**config.mk**
```make
export PLATFORM = sky130hd
export DESIGN_NAME = like_pattern_matcher
export DESIGN_NICKNAME = d
export VERILOG_FILES = /design/src/hdl/lpm_pkg.sv /design/src/hdl/like_pattern_matcher.sv /design/src/hdl/lpm_pattern_store.sv /design/src/hdl/lpm_position_vector.sv
export SDC_FILE = /design/constraint.sdc
export NUM_CORES = 1
export LEC_CHECK = 0
export BUFFER_PORTS_ARGS = -buffer_cell sky130_fd_sc_hd__buf_4
export CAP_MARGIN = 40
export CORE_AREA = 4 4 321 323
export DETAILED_ROUTE_END_ITERATION = 12
export DIE_AREA = 0 0 325 327
export GPL_TIMING_DRIVEN = 0
export PLACE_DENSITY = 0.48
export SLEW_MARGIN = 25
export SYNTH_ARGS = -nofsm -noshare
export SYNTH_HDL_FRONTEND = slang
export SYNTH_SLANG_ARGS = --single-unit
```
**constraint.sdc**
```tcl
create_clock -name clk -period 7.2 [get_ports clk]
set_clock_uncertainty 0.15 [all_clocks]
set_input_delay 1.44 -clock clk [delete_from_list [all_inputs] [get_ports clk]]
set_output_delay 1.44 -clock clk [all_outputs]
set_load 0.1 [all_outputs]
```
**src/hdl/lpm_pkg.sv**
```systemverilog
// shared types and constants for the like pattern matcher
package lpm_pkg;

  localparam int PatternMax = 32;
  localparam int CpW        = 21;
  localparam int LenW       = $clog2(PatternMax + 1);
  localparam int IdxW       = (PatternMax > 1) ? $clog2(PatternMax) : 1;
  localparam int PosW       = PatternMax + 1;

  typedef logic [CpW-1:0]        cp_t;
  typedef logic [LenW-1:0]       len_t;
  typedef logic [IdxW-1:0]       idx_t;
  typedef logic [PatternMax-1:0] elem_mask_t;
  typedef logic [PosW-1:0]       pos_t;

  localparam cp_t ChBackslash  = cp_t'(21'h5C);
  localparam cp_t ChPercent    = cp_t'(21'h25);
  localparam cp_t ChUnderscore = cp_t'(21'h5F);

  localparam logic ReqPattern = 1'b0;
  localparam logic ReqSubject = 1'b1;

  typedef enum logic [1:0] {
    KIND_LIT = 2'd0,
    KIND_ONE = 2'd1,
    KIND_RUN = 2'd2
  } kind_t;

  typedef enum logic [1:0] {
    ST_ACCEPT = 2'd0,
    ST_REJECT = 2'd1,
    ST_MATCH  = 2'd2
  } status_t;

  // compiled pattern as seen by the position vector
  typedef struct packed {
    len_t       len;
    logic       err;
    elem_mask_t run;
    elem_mask_t one;
  } pat_info_t;

  // per-transaction outcome of a pattern character
  typedef struct packed {
    logic err_next;
    logic clr_act;
  } pat_ctrl_t;

endpackage

```
**src/hdl/like_pattern_matcher.sv**
```systemverilog
// result path: a verdict or pattern status passes from the input register into the output register
//   once the transaction carrying the last (or empty) character is accepted and the output can take it
// throughput: 1 character per cycle while a full output register is not stalled, set by the update
//   of the position vector, where all 32 pattern elements compare against the character in parallel
// reset: pattern empty and accepted, positions at start, both pipeline registers empty
module like_pattern_matcher (
  input  logic         clk,
  input  logic         rst,
  input  logic         in_valid,
  output logic         in_ready,
  input  logic         req_type,
  input  lpm_pkg::cp_t code_point,
  input  logic         is_last,
  input  logic         is_empty,
  output logic         out_valid,
  input  logic         out_ready,
  output logic [1:0]   status,
  output logic         matched
);

  // input register
  logic         s1_valid;
  logic         s1_req;
  lpm_pkg::cp_t s1_cp;
  logic         s1_last;
  logic         s1_empty;

  logic         s1_final;
  logic         s1_go;
  logic         pat_go;

  lpm_pkg::pat_info_t info;
  lpm_pkg::pat_ctrl_t ctrl;
  lpm_pkg::cp_t       elem_cp [lpm_pkg::PatternMax];
  logic               hit;

  // every string ends with a result transaction
  assign s1_final = s1_last || s1_empty;
  // the held character retires unless its result would overrun a full output register
  assign s1_go    = s1_valid && (!s1_final || !out_valid || out_ready);
  assign in_ready = !s1_valid || s1_go;
  assign pat_go   = s1_go && (s1_req == lpm_pkg::ReqPattern);

  always_ff @(posedge clk) begin
    if (rst) begin
      s1_valid <= 1'b0;
    end else if (in_ready) begin
      s1_valid <= in_valid;
    end
  end

  // payload needs no reset
  always_ff @(posedge clk) begin
    if (in_valid && in_ready) begin
      s1_req   <= req_type;
      s1_cp    <= code_point;
      s1_last  <= is_last;
      s1_empty <= is_empty;
    end
  end

  lpm_pattern_store u_store (
    .clk        (clk),
    .rst        (rst),
    .go         (pat_go),
    .code_point (s1_cp),
    .is_last    (s1_last),
    .is_empty   (s1_empty),
    .info       (info),
    .elem_cp    (elem_cp),
    .ctrl       (ctrl)
  );

  lpm_position_vector u_pos (
    .clk        (clk),
    .rst        (rst),
    .go         (s1_go),
    .req_type   (s1_req),
    .code_point (s1_cp),
    .is_last    (s1_last),
    .is_empty   (s1_empty),
    .info       (info),
    .elem_cp    (elem_cp),
    .ctrl       (ctrl),
    .hit        (hit)
  );

  // output register: pattern status or subject verdict
  always_ff @(posedge clk) begin
    if (rst) begin
      out_valid <= 1'b0;
    end else if (s1_go && s1_final) begin
      out_valid <= 1'b1;
    end else if (out_ready) begin
      out_valid <= 1'b0;
    end
  end

  always_ff @(posedge clk) begin
    if (s1_go && s1_final) begin
      if (s1_req == lpm_pkg::ReqPattern) begin
        status  <= ctrl.err_next ? lpm_pkg::ST_REJECT : lpm_pkg::ST_ACCEPT;
        matched <= 1'b0;
      end else begin
        // a rejected pattern never matches
        status  <= lpm_pkg::ST_MATCH;
        matched <= hit && !info.err;
      end
    end
  end

endmodule

```
**src/hdl/lpm_pattern_store.sv**
```systemverilog
// pattern compiler and element store
module lpm_pattern_store (
  input  logic               clk,
  input  logic               rst,
  input  logic               go,
  input  lpm_pkg::cp_t       code_point,
  input  logic               is_last,
  input  logic               is_empty,
  output lpm_pkg::pat_info_t info,
  output lpm_pkg::cp_t       elem_cp [lpm_pkg::PatternMax],
  output lpm_pkg::pat_ctrl_t ctrl
);

  logic                loading;
  lpm_pkg::len_t       len;
  logic                esc;
  logic                err;
  logic                lws;
  lpm_pkg::elem_mask_t run_flag;
  lpm_pkg::elem_mask_t one_flag;

  logic                start;
  lpm_pkg::len_t       len0;
  logic                esc0, err0, lws0;
  lpm_pkg::len_t       len_next;
  logic                esc_next, err_next, lws_next;
  logic                app;
  lpm_pkg::kind_t      app_kind;
  lpm_pkg::cp_t        app_cp;
  logic                wr_en;

  always_comb begin
    start    = is_empty || !loading;
    len0     = start ? '0 : len;
    esc0     = start ? 1'b0 : esc;
    err0     = start ? 1'b0 : err;
    lws0     = start ? 1'b0 : lws;
    len_next = len0;
    esc_next = esc0;
    err_next = err0;
    lws_next = lws0;
    app      = 1'b0;
    app_kind = lpm_pkg::KIND_LIT;
    app_cp   = code_point;
    wr_en    = 1'b0;
    if (!is_empty && !err0) begin
      if (esc0) begin
        esc_next = 1'b0;
        if (code_point == lpm_pkg::ChPercent || code_point == lpm_pkg::ChUnderscore) begin
          app      = 1'b1;
          lws_next = 1'b0;
        end else begin
          err_next = 1'b1;
        end
      end else if (code_point == lpm_pkg::ChBackslash) begin
        esc_next = 1'b1;
      end else if (code_point == lpm_pkg::ChPercent) begin
        // a run of percents is one element
        app      = !lws0;
        app_kind = lpm_pkg::KIND_RUN;
        app_cp   = '0;
        lws_next = 1'b1;
      end else if (code_point == lpm_pkg::ChUnderscore) begin
        app      = 1'b1;
        app_kind = lpm_pkg::KIND_ONE;
        app_cp   = '0;
        lws_next = 1'b0;
      end else begin
        app      = 1'b1;
        lws_next = 1'b0;
      end
    end
    if (app) begin
      if (len0 >= lpm_pkg::len_t'(lpm_pkg::PatternMax)) begin
        err_next = 1'b1;
      end else begin
        wr_en    = 1'b1;
        len_next = len0 + lpm_pkg::len_t'(1);
      end
    end
  end

  assign ctrl.err_next = err_next;
  assign ctrl.clr_act  = start || is_empty || is_last;

  always_ff @(posedge clk) begin
    if (rst) begin
      loading <= 1'b0;
      len     <= '0;
      esc     <= 1'b0;
      err     <= 1'b0;
      lws     <= 1'b0;
    end else if (go) begin
      loading <= !(is_empty || is_last);
      len     <= len_next;
      esc     <= esc_next;
      err     <= err_next;
      lws     <= lws_next;
    end
  end

  // element store, no reset: only entries below len are ever used
  always_ff @(posedge clk) begin
    if (go && wr_en) begin
      run_flag[len0[lpm_pkg::IdxW-1:0]] <= (app_kind == lpm_pkg::KIND_RUN);
      one_flag[len0[lpm_pkg::IdxW-1:0]] <= (app_kind == lpm_pkg::KIND_ONE);
      elem_cp[len0[lpm_pkg::IdxW-1:0]]  <= app_cp;
    end
  end

  assign info.len = len;
  assign info.err = err;
  assign info.run = run_flag;
  assign info.one = one_flag;

endmodule

```
**src/hdl/lpm_position_vector.sv**
```systemverilog
// bit-parallel active position vector and match verdict
module lpm_position_vector (
  input  logic               clk,
  input  logic               rst,
  input  logic               go,
  input  logic               req_type,
  input  lpm_pkg::cp_t       code_point,
  input  logic               is_last,
  input  logic               is_empty,
  input  lpm_pkg::pat_info_t info,
  input  lpm_pkg::cp_t       elem_cp [lpm_pkg::PatternMax],
  input  lpm_pkg::pat_ctrl_t ctrl,
  output logic               hit
);

  lpm_pkg::pos_t       act;
  lpm_pkg::pos_t       act_closed;
  lpm_pkg::pos_t       act_new;
  lpm_pkg::pos_t       act_final;
  lpm_pkg::elem_mask_t vmask;
  lpm_pkg::elem_mask_t run_v;
  lpm_pkg::elem_mask_t step;
  lpm_pkg::elem_mask_t stay;

  // a run element lets a position move on without a character;
  // run elements are never adjacent, so one step suffices
  function automatic lpm_pkg::pos_t close_runs(lpm_pkg::pos_t a, lpm_pkg::elem_mask_t run);
    return a | {run & a[lpm_pkg::PatternMax-1:0], 1'b0};
  endfunction

  always_comb begin
    for (int i = 0; i < lpm_pkg::PatternMax; i++) begin
      vmask[i] = lpm_pkg::len_t'(i) < info.len;
    end
    run_v      = info.run & vmask;
    act_closed = close_runs(act, run_v);
    for (int i = 0; i < lpm_pkg::PatternMax; i++) begin
      stay[i] = act_closed[i] && run_v[i];
      step[i] = act_closed[i] && vmask[i] && !info.run[i] &&
                (info.one[i] || (elem_cp[i] == code_point));
    end
    act_new   = is_empty ? lpm_pkg::pos_t'(1)
                         : ({step, 1'b0} | {1'b0, stay});
    act_final = close_runs(act_new, run_v);
    hit       = act_final[info.len];
  end

  always_ff @(posedge clk) begin
    if (rst) begin
      act <= lpm_pkg::pos_t'(1);
    end else if (go) begin
      if (req_type == lpm_pkg::ReqPattern) begin
        if (ctrl.clr_act) begin
          act <= lpm_pkg::pos_t'(1);
        end
      end else if (is_empty || is_last) begin
        act <= lpm_pkg::pos_t'(1);
      end else begin
        act <= act_new;
      end
    end
  end

endmodule

```
# After elaboration in Yosys (flattened, before gate mapping)
# Cells that the tools add are included.
[word_totals]
reg_bits = 807
in_bits = 28
word_cells = 404
out_inout_bits = 5
[op_classes]
n_mux = 52
order_cmp = 38
n_eq_ne = 37
n_bitwise = 8
n_addsub = 1
n_reduce_logical = 220
[op_table]
columns = ["op", "count"]
rows = [
  ["bitwise mux 672 bit", 1],
  ["equality test 21 bit", 32],
  ["logical AND 1 bit", 137],
  ["two-way mux 21 bit", 6],
  ["demux 21 bit (select 5 bit)", 1],
  ["< comparator 5 x 6 -> 1 bit (first input constant)", 16],
  ["two-way mux 32 bit", 3],
  ["bitwise AND 32 bit", 2],
  ["bitwise mux 32 bit", 2],
  ["< comparator 4 x 6 -> 1 bit (first input constant)", 8],
  ["equality test 21 x 7 -> 1 bit (second input constant)", 2],
  ["logical NOT 1 bit", 40],
  ["logical OR 1 bit", 40],
  ["two-way mux 33 bit", 1],
  ["bitwise OR 33 x 32 -> 33 bit", 1],
  ["bitwise OR 33 bit", 1],
  ["bitwise OR 32 bit", 1],
  ["bitwise AND 31 bit", 1],
  ["two-way mux 1 bit", 29],
  ["< comparator 3 x 6 -> 1 bit (first input constant)", 4],
  ["equality test 21 x 6 -> 1 bit (second input constant)", 1],
  ["two-way mux 6 bit", 3],
  [">= comparator 6 bit (second input constant)", 2],
  ["< comparator 1 x 6 -> 1 bit (first input constant)", 2],
  ["15 further kinds", 20],
]

# Logic depth before layout (Yosys ltp)
[depth]
ltp_word = 14
mapped_depth = 14
mapped_depth_nobuf = 10

# By module
# From an unflattened synthesis, not the netlist that was laid out.
[hier_totals]
hier_cells = 2375
area_unflattened_um2 = 35271.3
[by_module_without_submodules]
columns = ["module", "seq_area_each_um2", "instances", "area_each_um2", "cells_each"]
rows = [
  ["lpm_pattern_store", 22301.4, 1, 23283.6, 918],
  ["lpm_position_vector", 640.6, 1, 11004.3, 1412],
  ["like_pattern_matcher", 850.8, 1, 983.4, 45],
]

# Least setup slack after synthesis
# Ideal clock, no wire load.
[synth_path]
path_type = "input -> register"
startpoint = "in out_ready"
endpoint = "reg u_store.elem_cp[126] (netlist name), enable pin"
required_ns = 6.647
setup_time_ns = 0.403
arrival_ns = 3.456
cell_stages = 6
n_path_buf = 0
setup_slack_ns = 3.191
cell_sequence = "nand2b_1 -> o21ai_0 -> nand2b_1 -> a211oi_4 -> nand2_1 -> nor2_1"
[synth_via]
elab_chain_cells = 4
[synth_lines]
columns = ["element", "line_no", "source"]
rows = [
  ["start, declared", "like_pattern_matcher.sv:16", "input logic out_ready,"],
  ["logical OR 1 bit", "like_pattern_matcher.sv:40", "assign s1_go = s1_valid && (!s1_final || !out_valid || out_ready);"],
  ["logical AND 1 bit", "like_pattern_matcher.sv:40", ""],
  ["logical AND 1 bit", "like_pattern_matcher.sv:42", "assign pat_go = s1_go && (s1_req == lpm_pkg::ReqPattern);"],
  ["logical AND 1 bit", "lpm_pattern_store.sv:104", "if (go && wr_en) begin"],
  ["end signal, assigned by index", "lpm_pattern_store.sv:107", "elem_cp[len0[lpm_pkg::IdxW-1:0]] <= app_cp;"],
  ["end, declared", "lpm_pattern_store.sv:10", "output lpm_pkg::cp_t elem_cp [lpm_pkg::PatternMax],"],
]
# Every way passes these cells.
# A chain may end at the register's enable or synchronous reset.

# Final worst setup path
[layout_path]
startpoint = "reg s1_empty"
endpoint = "out in_ready"
[layout_via]
elab_chain_cells = 6
[layout_lines]
columns = ["element", "line_no", "source"]
rows = [
  ["start, declared", "like_pattern_matcher.sv:26", "logic s1_empty;"],
  ["start signal, assigned", "like_pattern_matcher.sv:58", "s1_empty <= is_empty;"],
  ["logical OR 1 bit", "like_pattern_matcher.sv:38", "assign s1_final = s1_last || s1_empty;"],
  ["logical NOT 1 bit", "like_pattern_matcher.sv:40", ""],
  ["logical OR 1 bit (2 in series)", "like_pattern_matcher.sv:40", ""],
  ["logical AND 1 bit", "like_pattern_matcher.sv:40", ""],
  ["logical OR 1 bit", "like_pattern_matcher.sv:41", "assign in_ready = !s1_valid || s1_go;"],
  ["end, declared", "like_pattern_matcher.sv:10", "output logic in_ready,"],
]
# Every way passes these cells.

==> impl_metrics.py <==
metrics = {
    "sta": {
        "rsz0062_at_grt": "false",
        "post-route-period-util": 0.804,
        "finalSetupTns_ns": 0,
        "fmax_ghz": 0.173,
        "whs_ns": 0.319,
        "setup_viol": 0,
        "tightest_slew_ns": 0.971,
        "period_needed_ns": 5.79,
        "maxSlewHeadroom": 0.347,
        "finalHoldViolCount": 0,
        "drv_slew": 0,
    },
    "yosys": {
        "syn_avg_cell_area_sq_um": 14.6,
        "async_reset_ff_frac": 0,
        "synth-edff-count": 763,
        "ys_types": 70,
        "synth_area_leader_cell": "edfxtp_1",
        "ys.warnings.count": 0,
        "yosysTopAreaCellShare": 0.658,
        "ys.flop_type": "edfxtp_1",
        "synth.ff_latch_count": 807,
        "synth_nets": 2416,
        "ys_top_cells_by_area": "edfxtp_1, xnor2_1, xor2_1",
        "yosysSeqAreaShare": 0.684,
        "synthesis.area_sq_um": 34800,
        "netlist_instances": 2384,
    },
    "route": {
        "vias_per_cell": 5.40,
        "drt-initial-drc-count": 2269,
        "first_pass_iters": 5,
        "drt-wirelength-per-cell_um": 30.1,
        "drc": 0,
        "ant_nets": 0,
        "via_count": 21300,
        "totalWireLength_um": 119000,
    },
    "critical_path": {
        "path_delay_family": "buffers and inverters",
        "crit_type": "reg -> out",
        "critPathBufInv": 6,
        "worstSetupEndpointType": "output port",
        "crit_start": "s1_empty",
        "worstPathRequired_ns": 5.61,
        "crit_arrival_ns": 4.20,
        "crit_top_cell": "clkbuf_1",
        "max_stage_delay_ns": 0.74,
        "crit_slowest_cell": "clkbuf_1",
        "r2r_start": "s1_cp[6]",
        "critPathMaxFanout": 10,
        "worstSetupStartpointType": "register",
        "cp_cell_sequence": "clkbuf_1 > clkbuf_1 > clkbuf_1 > buf_1 > o21ai_0 > nor2_1 > inv_1 > buf_4",
        "r2r_cells": 12,
        "cp.depth": 8,
    },
    "clock_network": {
        "cts_buffers": 90,
        "cts_buffer_depth": 3,
        "clk_latency_ns": 0.66,
        "postCtsResizedCells": 0,
        "clk_pin_slew_ns": 0.06,
        "htreeDepth": 3,
        "cts.sinks": 807,
        "cts_tree": "yes",
        "root_buffer": "clkbuf_16",
        "post-cts-setup-buffer-count": 0,
        "holdBufCountCts": 0,
    },
    "flow_run": {
        "cap_violations": 0,
    },
    "finish": {
        "fillers": 9190,
        "fin_nets": 2601,
        "area_growth_pct": 17.9,
        "finalInstanceArea_sq_um": 41000,
        "regArea_sq_um": 23800,
        "multiInputGateArea_sq_um": 10600,
        "fin_util": 0.411,
        "drive_gt1_frac": 0.142,
    },
    "die": {
        "io_pins": 33,
        "rows": 116,
        "die_w_um": 325,
        "core_area_sq_um": 99900,
        "die_area_sq_um": 106000,
        "initial_core_util": 0.349,
        "dieHeight_um": 327,
    },
    "global_routing": {
        "grt_pass1_vias": 21100,
        "grt_max_degree": 31,
        "grt_pass1_wl_um": 165000,
        "grt_antenna_before_repair": 5,
        "grt.overflow.total": 0,
        "grt_usage": 0.220,
    },
    "place": {
        "gp_congestion": 0.876,
        "hpwl_um": 76900,
        "io_buffers": 31,
        "placed_cell_area_sq_um": 38200,
    },
    "outcome": {
        "status": "completed",
    },
    "worst_hold_path": {
        "worstHoldPathType": "reg -> reg",
        "hp-start": "u_store.lws",
        "holdPathStages": 2,
    },
    "power": {
        "power_density_nw_per_um2": 250,
        "max-vdd-ir-drop_uv": 167,
        "p_leak_nw": 12.8,
    },
}
logic make-up after synthesis:
logic type	Yosys count	synth area share
buf+inv	152	0.0205
simple gates	502	0.0757
xor+xnor	674	0.170
fa+ha+maj	4	0.00144
compound gates	245	0.0491
flops	807	0.684
through the flow:
stage	setup WS (ns)	std cells	total power, mW
global route	1.19	3944	10.6
floorplan	3.19	2384	5.58
finish	1.41	3945	10.3
CTS	1.36	3941	10.3
global placement	-0.509	3713	5.87
detailed placement	1.91	3772	5.92
layout by cell type (no fill, tap or decap), types with 61 or more instances in the layout:
cell and count:
xor2_1 181, edfxtp_1 763, xnor2_1 493, buf_2 76, nand2_1 77, nand4_1 99, a21oi_1 61, clkbuf_16 90
nor2_1 82, nor4_1 72
final cells by class:
cell class / instances / area share
repair buffers: 93 / 0.0341
flip-flops and latches: 807 / 0.580
plain buffers: 136 / 0.0172
well taps: 1298 / 0.0396
inverters: 16 / 0.00146
diodes: 1 / 0.0000610
clock buffers: 116 / 0.0573
multi-input cells: 1425 / 0.259
clock inverters: 53 / 0.0114
power by group:
part / internal, mW / total [mW] / switching, mW
clock network: 2.50 / 4.44 / 1.94
logic: 0.212 / 0.678 / 0.466
registers: 5.14 / 5.14 / 0.00468
flip-flops by register name, summed over array words and instances, names as in the netlist:
register,flops
status,2
s1_last,1
u_store.len,6
u_store.elem_cp,672
s1_cp,21
u_store.err,1
s1_valid,1
s1_empty,1
u_store.lws,1
u_store.esc,1
u_store.run_flag,32
u_store.loading,1
out_valid,1
u_store.one_flag,32
s1_req,1
u_pos.act,32
matched,1
cells in the mapped netlist, types with 5 or more instances:
cell type	n
o22ai_1	9
xor2_1	181
xnor2_1	493
nand4_1	99
nand2b_1	15
nand3_1	47
or4_1	9
nand2_1	77
o32ai_1	6
nor4_1	75
o41ai_1	6
a21oi_1	61
nor2_1	114
o21ai_1	5
nor2b_1	17
inv_1	15
clkbuf_1	48
a31oi_1	24
dfxtp_1	44
buf_2	70
a41oi_1	26
a21o_1	5
a22oi_1	26
a211o_1	5
nor3_1	20
a41o_1	5
buf_4	13
or2_2	5
o21ai_0	24
edfxtp_1	763
path summary, 6_finish.rpt:
kind	end	slack, ns
max	in_ready	1.41
min	u_store.lws	0.32
max reg2reg	u_store.elem_cp[571]	1.78
min reg2reg	u_store.lws	0.32
worst min-delay path: stages, from the launching register on:
cell	delay [ns]
dfxtp_1	0.31
nand2_1	0.06
a21oi_1	0.05
metal layers:
metal	up-vias	wire (um)	track usage
met1	11200	52800	0.304
met5	-	0	0
li1	9215	-	-
met2	725	56900	0.369
met4	0	2280	0.0491
met3	138	6740	0.0297
No activity file was read; power rests on OpenSTA's default activity.
